[config.mk]
export PLATFORM = sky130hd
export DESIGN_NAME = quad_motor_mixer_battery_failsafe
export DESIGN_NICKNAME = d
export VERILOG_FILES = /design/src/rtl/qmm_pkg.sv /design/src/rtl/qmm_mix.sv /design/src/rtl/quad_motor_mixer_battery_failsafe.sv
export SDC_FILE = /design/constraint.sdc
export NUM_CORES = 2
export LEC_CHECK = 0
export BUFFER_PORTS_ARGS = -buffer_cell sky130_fd_sc_hd__buf_2
export CAP_MARGIN = 40
export CORE_MARGIN = 4
export CORE_UTILIZATION = 40
export DETAILED_ROUTE_END_ITERATION = 8
export PLACE_DENSITY = 0.67
export SYNTH_ARGS = -nofsm -noshare
export SYNTH_HDL_FRONTEND = slang
export SYNTH_HIERARCHICAL = 1
export SYNTH_SLANG_ARGS = --single-unit
[constraint.sdc]
create_clock -name clk -period 18.8 [get_ports clk]
set_clock_uncertainty 0.05 [all_clocks]
set_input_delay 0.94 -clock clk [delete_from_list [all_inputs] [get_ports clk]]
set_output_delay 0.94 -clock clk [all_outputs]
set_load 0.03 [all_outputs]
[src/rtl/qmm_pkg.sv]
// ----------------------------------------------------------------------------
// qmm_pkg - motor mixer shared types and constants
// transfer structs for the item and result channels, register indexes,
// battery status codes and failsafe thresholds
// ----------------------------------------------------------------------------
package qmm_pkg;

  localparam int unsigned CFG_IDX_W = 4;

  // register indexes
  localparam logic [CFG_IDX_W-1:0] CFG_X_LAYOUT   = 4'd0;
  localparam logic [CFG_IDX_W-1:0] CFG_IDLE_LEVEL = 4'd1;
  localparam logic [CFG_IDX_W-1:0] CFG_FAILSAFE   = 4'd2;
  localparam logic [CFG_IDX_W-1:0] CFG_OVR_REQ    = 4'd3;
  localparam logic [CFG_IDX_W-1:0] CFG_DRIVE_1    = 4'd4;
  localparam logic [CFG_IDX_W-1:0] CFG_DRIVE_2    = 4'd5;
  localparam logic [CFG_IDX_W-1:0] CFG_DRIVE_3    = 4'd6;
  localparam logic [CFG_IDX_W-1:0] CFG_DRIVE_4    = 4'd7;

  // battery status codes
  localparam logic [1:0] BAT_NORMAL    = 2'd0;
  localparam logic [1:0] BAT_LOW       = 2'd1;
  localparam logic [1:0] BAT_CRIT_WAIT = 2'd2;
  localparam logic [1:0] BAT_LANDING   = 2'd3;

  localparam logic [15:0] CRITICAL_MV      = 16'd12800;
  localparam logic [15:0] LOW_MV           = 16'd13500;
  localparam logic [31:0] OVR_TIMEOUT_MS   = 32'd5000;
  localparam logic [31:0] LANDING_DELAY_MS = 32'd2000;

  typedef struct packed {
    logic        [15:0] thrust_cmd;
    logic signed [15:0] roll_cmd;
    logic signed [15:0] pitch_cmd;
    logic signed [15:0] yaw_cmd;
    logic        [15:0] battery_mv;
    logic               is_armed;
    logic        [31:0] now_ms;
  } in_t;

  typedef struct packed {
    logic [15:0] motor_1;
    logic [15:0] motor_2;
    logic [15:0] motor_3;
    logic [15:0] motor_4;
    logic        override_used;
    logic [1:0]  battery_status;
  } out_t;

endpackage

[src/rtl/qmm_mix.sv]
// ----------------------------------------------------------------------------
// qmm_mix - thrust scaling and four-motor mixing
// scales thrust by the battery factor, mixes in X or plus layout,
// saturates each drive to 16 bits and raises it to the idle level
// ----------------------------------------------------------------------------
module qmm_mix (
  input  qmm_pkg::in_t     item,
  input  logic             x_layout,
  input  logic [15:0]      idle_level,
  input  logic [1:0]       bat_status,
  output logic [3:0][15:0] drive
);
  import qmm_pkg::*;

  // ceil(2^23 / 10), exact for products below 2^22
  localparam logic [19:0] RECIP10 = 20'd838861;
  localparam int unsigned RECIP_SH = 23;

  logic        [18:0] prod_k;
  logic        [38:0] recip_prod;
  logic        [15:0] quot;
  logic        [15:0] thr_scaled;
  logic signed [18:0] t_s;
  logic signed [18:0] roll_s;
  logic signed [18:0] pitch_s;
  logic signed [18:0] yaw_s;
  logic signed [18:0] roll_h;
  logic signed [18:0] pitch_h;
  logic signed [18:0] sum [4];

  function automatic logic [15:0] sat_idle(input logic signed [18:0] v,
                                           input logic [15:0] lvl);
    logic [15:0] s;
    if (v[18]) begin
      s = 16'd0;
    end else if (v[17:16] != 2'd0) begin
      s = 16'hffff;
    end else begin
      s = v[15:0];
    end
    return (s < lvl) ? lvl : s;
  endfunction

  always_comb begin
    // thrust * 7 for low battery, thrust * 1 for landing, then divide by ten
    if (bat_status == BAT_LOW) begin
      prod_k = {item.thrust_cmd, 3'b000} - {3'b000, item.thrust_cmd};
    end else begin
      prod_k = {3'b000, item.thrust_cmd};
    end
  end

  assign recip_prod = {20'd0, prod_k} * {19'd0, RECIP10};
  assign quot       = recip_prod[RECIP_SH +: 16];

  always_comb begin
    case (bat_status)
      BAT_NORMAL:    thr_scaled = item.thrust_cmd;
      BAT_CRIT_WAIT: thr_scaled = {1'b0, item.thrust_cmd[15:1]};
      default:       thr_scaled = quot;
    endcase
  end

  assign t_s     = $signed({3'b000, thr_scaled});
  assign roll_s  = {{3{item.roll_cmd[15]}}, item.roll_cmd};
  assign pitch_s = {{3{item.pitch_cmd[15]}}, item.pitch_cmd};
  assign yaw_s   = {{3{item.yaw_cmd[15]}}, item.yaw_cmd};

  // halve toward zero
  assign roll_h  = (roll_s + $signed({18'd0, item.roll_cmd[15]})) >>> 1;
  assign pitch_h = (pitch_s + $signed({18'd0, item.pitch_cmd[15]})) >>> 1;

  always_comb begin
    if (x_layout) begin
      sum[0] = t_s - roll_h + pitch_h + yaw_s;
      sum[1] = t_s - roll_h - pitch_h - yaw_s;
      sum[2] = t_s + roll_h - pitch_h + yaw_s;
      sum[3] = t_s + roll_h + pitch_h - yaw_s;
    end else begin
      sum[0] = t_s + pitch_s + yaw_s;
      sum[1] = t_s - roll_s - yaw_s;
      sum[2] = t_s - pitch_s + yaw_s;
      sum[3] = t_s + roll_s - yaw_s;
    end
  end

  always_comb begin
    for (int i = 0; i < 4; i++) begin
      drive[i] = sat_idle(sum[i], idle_level);
    end
  end

endmodule

[src/rtl/quad_motor_mixer_battery_failsafe.sv]
// ----------------------------------------------------------------------------
// quad_motor_mixer_battery_failsafe - quadcopter motor mixer with failsafe
// battery-scaled thrust mixed into four motor drives, with a timed manual
// override and a critical-voltage landing timer
// ----------------------------------------------------------------------------
// The block takes one control item per clock cycle while no result waits
// under out_stall, and returns one result per item: the item lands in an input
// register, then the timer update, thrust scaling, mixing, saturation and
// override selection run combinationally into the result register. While a
// result waits under out_stall the input register still takes one more item.
// Configuration writes are always ready and take effect at once; they are
// meant to be made while no item is in flight.
// ----------------------------------------------------------------------------
module quad_motor_mixer_battery_failsafe (
  input  logic                              clk,
  input  logic                              rst_n,
  input  logic                              in_valid,
  output logic                              in_stall,
  input  qmm_pkg::in_t                      in_data,
  output logic                              out_valid,
  input  logic                              out_stall,
  output qmm_pkg::out_t                     out_data,
  input  logic                              cfg_valid,
  output logic                              cfg_ready,
  input  logic [qmm_pkg::CFG_IDX_W-1:0]     cfg_index,
  input  logic [15:0]                       cfg_data
);
  import qmm_pkg::*;

  // configuration
  logic             x_layout_r;
  logic [15:0]      idle_level_r;
  logic             failsafe_r;
  logic [3:0][15:0] ovr_drive_r;

  // state
  logic        ovr_active_r, ovr_active_nxt;
  logic [31:0] ovr_start_r, ovr_start_nxt;
  logic [31:0] crit_start_r, crit_start_nxt;
  logic        landing_r, landing_nxt;

  // pipeline
  logic             in_valid_r;
  in_t              in_r;
  logic             out_valid_r;
  out_t             out_r;
  logic             advance;
  logic             cfg_wr;

  logic             is_crit;
  logic             is_low;
  logic [31:0]      crit_eff;
  logic [31:0]      crit_elapsed;
  logic [31:0]      ovr_elapsed;
  logic [1:0]       bat_status;
  logic [3:0][15:0] mix_drive;
  out_t             res;

  assign advance   = in_valid_r && (!out_valid_r || !out_stall);
  assign in_stall  = in_valid_r && !advance;
  assign out_valid = out_valid_r;
  assign out_data  = out_r;
  assign cfg_ready = 1'b1;
  assign cfg_wr    = cfg_valid && cfg_ready;

  // override timing
  assign ovr_elapsed = in_r.now_ms - ovr_start_r;

  always_comb begin
    ovr_active_nxt = ovr_active_r;
    ovr_start_nxt  = ovr_start_r;
    if (ovr_active_r) begin
      if (in_r.is_armed) begin
        ovr_active_nxt = 1'b0;
        ovr_start_nxt  = 32'd0;
      end else if (ovr_start_r != 32'd0) begin
        if (ovr_elapsed > OVR_TIMEOUT_MS) begin
          ovr_active_nxt = 1'b0;
          ovr_start_nxt  = 32'd0;
        end
      end else begin
        ovr_start_nxt = in_r.now_ms;
      end
    end else begin
      ovr_start_nxt = 32'd0;
    end
  end

  // battery failsafe
  assign is_crit = failsafe_r && (in_r.battery_mv != 16'd0) && (in_r.battery_mv < CRITICAL_MV);
  assign is_low  = failsafe_r && (in_r.battery_mv != 16'd0) && (in_r.battery_mv < LOW_MV);
  assign crit_eff     = (crit_start_r == 32'd0) ? in_r.now_ms : crit_start_r;
  assign crit_elapsed = in_r.now_ms - crit_eff;

  always_comb begin
    crit_start_nxt = 32'd0;
    landing_nxt    = 1'b0;
    bat_status     = BAT_NORMAL;
    if (is_crit) begin
      crit_start_nxt = crit_eff;
      if (crit_elapsed >= LANDING_DELAY_MS) begin
        landing_nxt = 1'b1;
        bat_status  = BAT_LANDING;
      end else begin
        landing_nxt = landing_r;
        bat_status  = BAT_CRIT_WAIT;
      end
    end else if (is_low) begin
      bat_status = BAT_LOW;
    end
  end

  qmm_mix u_mix (
    .item       (in_r),
    .x_layout   (x_layout_r),
    .idle_level (idle_level_r),
    .bat_status (bat_status),
    .drive      (mix_drive)
  );

  always_comb begin
    res.override_used  = ovr_active_nxt;
    res.battery_status = bat_status;
    if (ovr_active_nxt) begin
      res.motor_1 = ovr_drive_r[0];
      res.motor_2 = ovr_drive_r[1];
      res.motor_3 = ovr_drive_r[2];
      res.motor_4 = ovr_drive_r[3];
    end else begin
      res.motor_1 = mix_drive[0];
      res.motor_2 = mix_drive[1];
      res.motor_3 = mix_drive[2];
      res.motor_4 = mix_drive[3];
    end
  end

  // handshake control
  always_ff @(posedge clk) begin
    if (!rst_n) begin
      in_valid_r  <= 1'b0;
      out_valid_r <= 1'b0;
    end else begin
      if (in_valid && !in_stall) begin
        in_valid_r <= 1'b1;
      end else if (advance) begin
        in_valid_r <= 1'b0;
      end
      if (advance) begin
        out_valid_r <= 1'b1;
      end else if (!out_stall) begin
        out_valid_r <= 1'b0;
      end
    end
  end

  // payload registers
  always_ff @(posedge clk) begin
    if (in_valid && !in_stall) begin
      in_r <= in_data;
    end
    if (advance) begin
      out_r <= res;
    end
  end

  // state and configuration
  always_ff @(posedge clk) begin
    if (!rst_n) begin
      x_layout_r   <= 1'b1;
      idle_level_r <= 16'd0;
      failsafe_r   <= 1'b1;
      ovr_drive_r  <= '0;
      ovr_active_r <= 1'b0;
      ovr_start_r  <= 32'd0;
      crit_start_r <= 32'd0;
      landing_r    <= 1'b0;
    end else begin
      if (advance) begin
        ovr_active_r <= ovr_active_nxt;
        ovr_start_r  <= ovr_start_nxt;
        crit_start_r <= crit_start_nxt;
        landing_r    <= landing_nxt;
      end
      if (cfg_wr) begin
        unique case (cfg_index)
          CFG_X_LAYOUT:   x_layout_r     <= cfg_data[0];
          CFG_IDLE_LEVEL: idle_level_r   <= cfg_data;
          CFG_FAILSAFE:   failsafe_r     <= cfg_data[0];
          CFG_OVR_REQ:    ovr_active_r   <= cfg_data[0];
          CFG_DRIVE_1:    ovr_drive_r[0] <= cfg_data;
          CFG_DRIVE_2:    ovr_drive_r[1] <= cfg_data;
          CFG_DRIVE_3:    ovr_drive_r[2] <= cfg_data;
          CFG_DRIVE_4:    ovr_drive_r[3] <= cfg_data;
          default: ;
        endcase
      end
    end
  end

  // landing only follows a recorded critical start
  a_landing_timer: assert property (@(posedge clk) disable iff (!rst_n)
    landing_r |-> (crit_start_r != 32'd0))
    else $error("landing active without critical start time");

  // landing entry is reported in the same transfer
  a_landing_status: assert property (@(posedge clk) disable iff (!rst_n)
    $rose(landing_r) |-> (out_valid_r && (out_r.battery_status == BAT_LANDING)))
    else $error("landing entry not reported as landing status");

  // an item is only held back while a result waits
  a_stall_cause: assert property (@(posedge clk) disable iff (!rst_n)
    in_stall |-> (out_valid_r && out_stall))
    else $error("input stalled without a waiting result");

endmodule
==> results.cfg <==
[sta]
timing.final.crit_share = 0.959
max_freq_mhz = 55.5
max_slew_margin = 0.303
hold_viol = 0
worstMarginPinSlew_ns = 1.03
slew_violations = 0
finalSetupViolations = 0
fin_setup_tns_ns = 0
period_minus_slack_ns = 18.03

[worst_setup_path]
worstSetupStartpoint = crit_start_r[23]
slowest_delay_ns = 0.56
rr_startpoint = crit_start_r[23]
cp_data_arrival_time_ns = 18.35
path_max_fanout = 18
slowest_stage = fa_1
timing.rr.end = out_data[20]
worstPathRequired_ns = 19.12
rr_worst_depth = 76
endpoint = out_data[20]
startpoint_type = flip-flop
r2r_slack_ns = 0.77
path_class = flip-flop to flip-flop
worst_setup_path_end_kind = flip-flop
crit_top_cell = a21oi_1

[logic_synthesis]
ys_ff_latch = 329
yosysTopAreaCell = ha_1
synthTopCellsByArea = ha_1 (14%), edfxtp_1 (14%), fa_1 (12%)
synthMuxAreaShare = 0.0613
synth_area_um2 = 40000
synth_top_area_frac = 0.142
synth-simple-area-share = 0.144
yosys_warnings = 6
syn_nets = 5336
yosysSeqAreaShare = 0.210
synthAdderAreaFrac = 0.265
ys_types = 128
avgSynthCellArea_um2 = 8.88
synth_compound_area_frac = 0.203
synthFlopType = edfxtp_1
synthCells = 4499
synth-edff-count = 180
async_flop_share = 0
synth_xor_xnor_area_share = 0.0435
synth_top_family_by_area = adder cells

[global_route]
grt_first_pass_wirelength_um = 194000
grt_pass1_vias = 33114
grt_start_max_net_pins = 85
track_usage = 0.239
antenna_found_initial = 4
gr-total-overflow = 0

[layout]
n_antenna_cell = 0
layout.nets = 5562
nFillCells = 9642
syn2layout_area_growth_pct = 11.5
layout-drive-gt1-share = 0.148

[clock_network]
clkSinkCount = 329
cts-root-buf = clkbuf_16
clk_pin_slew_ns = 0.06
cts_made_buffers = 40
h-tree-depth = 2
tritoncts = done
clk_latency_ns = 0.64
ctsLongestPathBuffers = 3
cts.hold.buffers_added = 0

[floorplan]
rows = 115
die_h_um = 324
start_util = 0.405
die_area_um2 = 105000
fp.dieW_um = 324
core_um2 = 98700
ios = 208

[placed_design]
place.gp.congestion = 0.976
io_buffer_count = 206
hpwl_um = 104000

[detailed_routing]
drt-initial-drc-count = 2576
vias = 34111
avgViaCountPerCell = 5.64
firstDrtPassIters = 7
antenna_left = 0
drc = 0
wl_per_cell_um = 21.2
routed_wl_um = 128000

[hold_path]
hp-class = flip-flop to flip-flop

[run_status]
outcome = completed

[run]
maxCapViolations = 0
critical path: cells and delay by family, from the launching register on:
kind | cells | cell delay, ns
multiplexers | 3 | 1.05
buffers and inverters | 9 | 1.20
flip-flops | 1 | 0.34
adder cells (fa/ha/maj) | 13 | 5.27
AND/OR/NAND/NOR | 14 | 3.08
XOR/XNOR | 2 | 0.40
AO/OA/AOI/OAI | 35 | 6.40
placed cells by master, fill, tap and decap left out, types with 57 or more instances in the layout:
cell type and n:
fa_1 241, mux2_4 78, dfxtp_1 148, nand4_1 57, o21ai_0 198, a21oi_1 376, buf_4 110, nor2b_1 81
nand2_1 362, buf_2 207, nor3_1 73, nand3_1 70, mux2i_1 60, xnor2_1 133, ha_1 451, xor2_1 57
nor2_1 202, inv_1 587, a21o_1 118, edfxtp_1 180
repair_timing:
item,in CTS,in global routing
endpoints found under the setup margin,44,64
pin swaps,1,18
gates resized for setup,5,63
setup buffers,1,13
cells by family after synthesis:
kind of cell	count (synthesis)
AO/OA/AOI/OAI	1202
AND/OR/NAND/NOR	1136
buffers and inverters	737
adder cells (fa/ha/maj)	701
flip-flops	329
multiplexers	197
XOR/XNOR	196
other	1
how the worst min path moves through the flow:
stage                     from  slack, ns  cells past startpoint              end
6_report       ovr_drive_r[56]       0.42                      2  ovr_drive_r[56]
5_1_grt            in_data[77]       0.40                      1         in_r[77]
4_1_cts            in_data[77]       0.38                      1         in_r[77]
3_5_place_dp   ovr_drive_r[56]       0.41                      2  ovr_drive_r[56]
3_3_place_gp   ovr_drive_r[48]       0.40                      2  ovr_drive_r[48]
2_1_floorplan       x_layout_r       0.39                      2       x_layout_r
registers in the layout, indices dropped and copies added, names as in the netlist:
name          cells
in_r            113
failsafe_r        1
ovr_drive_r      64
out_valid         1
ovr_start_r      32
idle_level_r     16
crit_start_r     32
in_valid_r        1
ovr_active_r      1
out_data         67
x_layout_r        1
cells in the mapped netlist (58+ instances only):
| cell | n |
|---|---|
| clkbuf_1 | 102 |
| xnor2_1 | 136 |
| nor2b_1 | 82 |
| nor3_1 | 73 |
| a21oi_1 | 382 |
| a21o_1 | 118 |
| dfxtp_1 | 149 |
| xor2_1 | 58 |
| inv_1 | 589 |
| nand3_1 | 70 |
| edfxtp_1 | 180 |
| nor2_1 | 207 |
| o21ai_0 | 201 |
| fa_1 | 244 |
| ha_1 | 455 |
| mux2_4 | 78 |
| mux2i_1 | 60 |
| nand2_1 | 363 |
stage by stage:
step,cell area (um2),util,hold WS [ns],setup slack (ns),std cells
2_1_floorplan,40000,-,0.387,1.24,4499
3_3_place_gp,42800,0.433,0.400,0.0350,5950
3_5_place_dp,42900,0.434,0.409,-0.284,5955
4_1_cts,44200,0.447,0.381,0.0140,6030
5_1_grt,44600,0.451,0.404,-0.149,6044
6_report,44600,0.451,0.416,0.770,6044
final cells by class:
| type | count | area (um2) | share of cell area |
|---|---|---|---|
| timing repair buffer | 329 | 2080 | 0.0467 |
| tap | 1287 | 1610 | 0.0361 |
| clock buffer | 53 | 1070 | 0.0240 |
| clock inverter | 21 | 190 | 0.00427 |
| sequential | 329 | 8390 | 0.188 |
| multi-input combinational | 3433 | 29000 | 0.651 |
| inverter | 592 | 2220 | 0.0499 |
metal layers:
layer  vias up  wire length [um]  track usage
met1     16572             56000        0.316
li1      16271                 -            -
met4         0              5610       0.0972
met5         -                 0            0
met2      1043             59100        0.392
met3       225              7530       0.0357
Power is not shown: default switching activity piles up to over one toggle a cycle in this logic, so the estimate is an artifact.
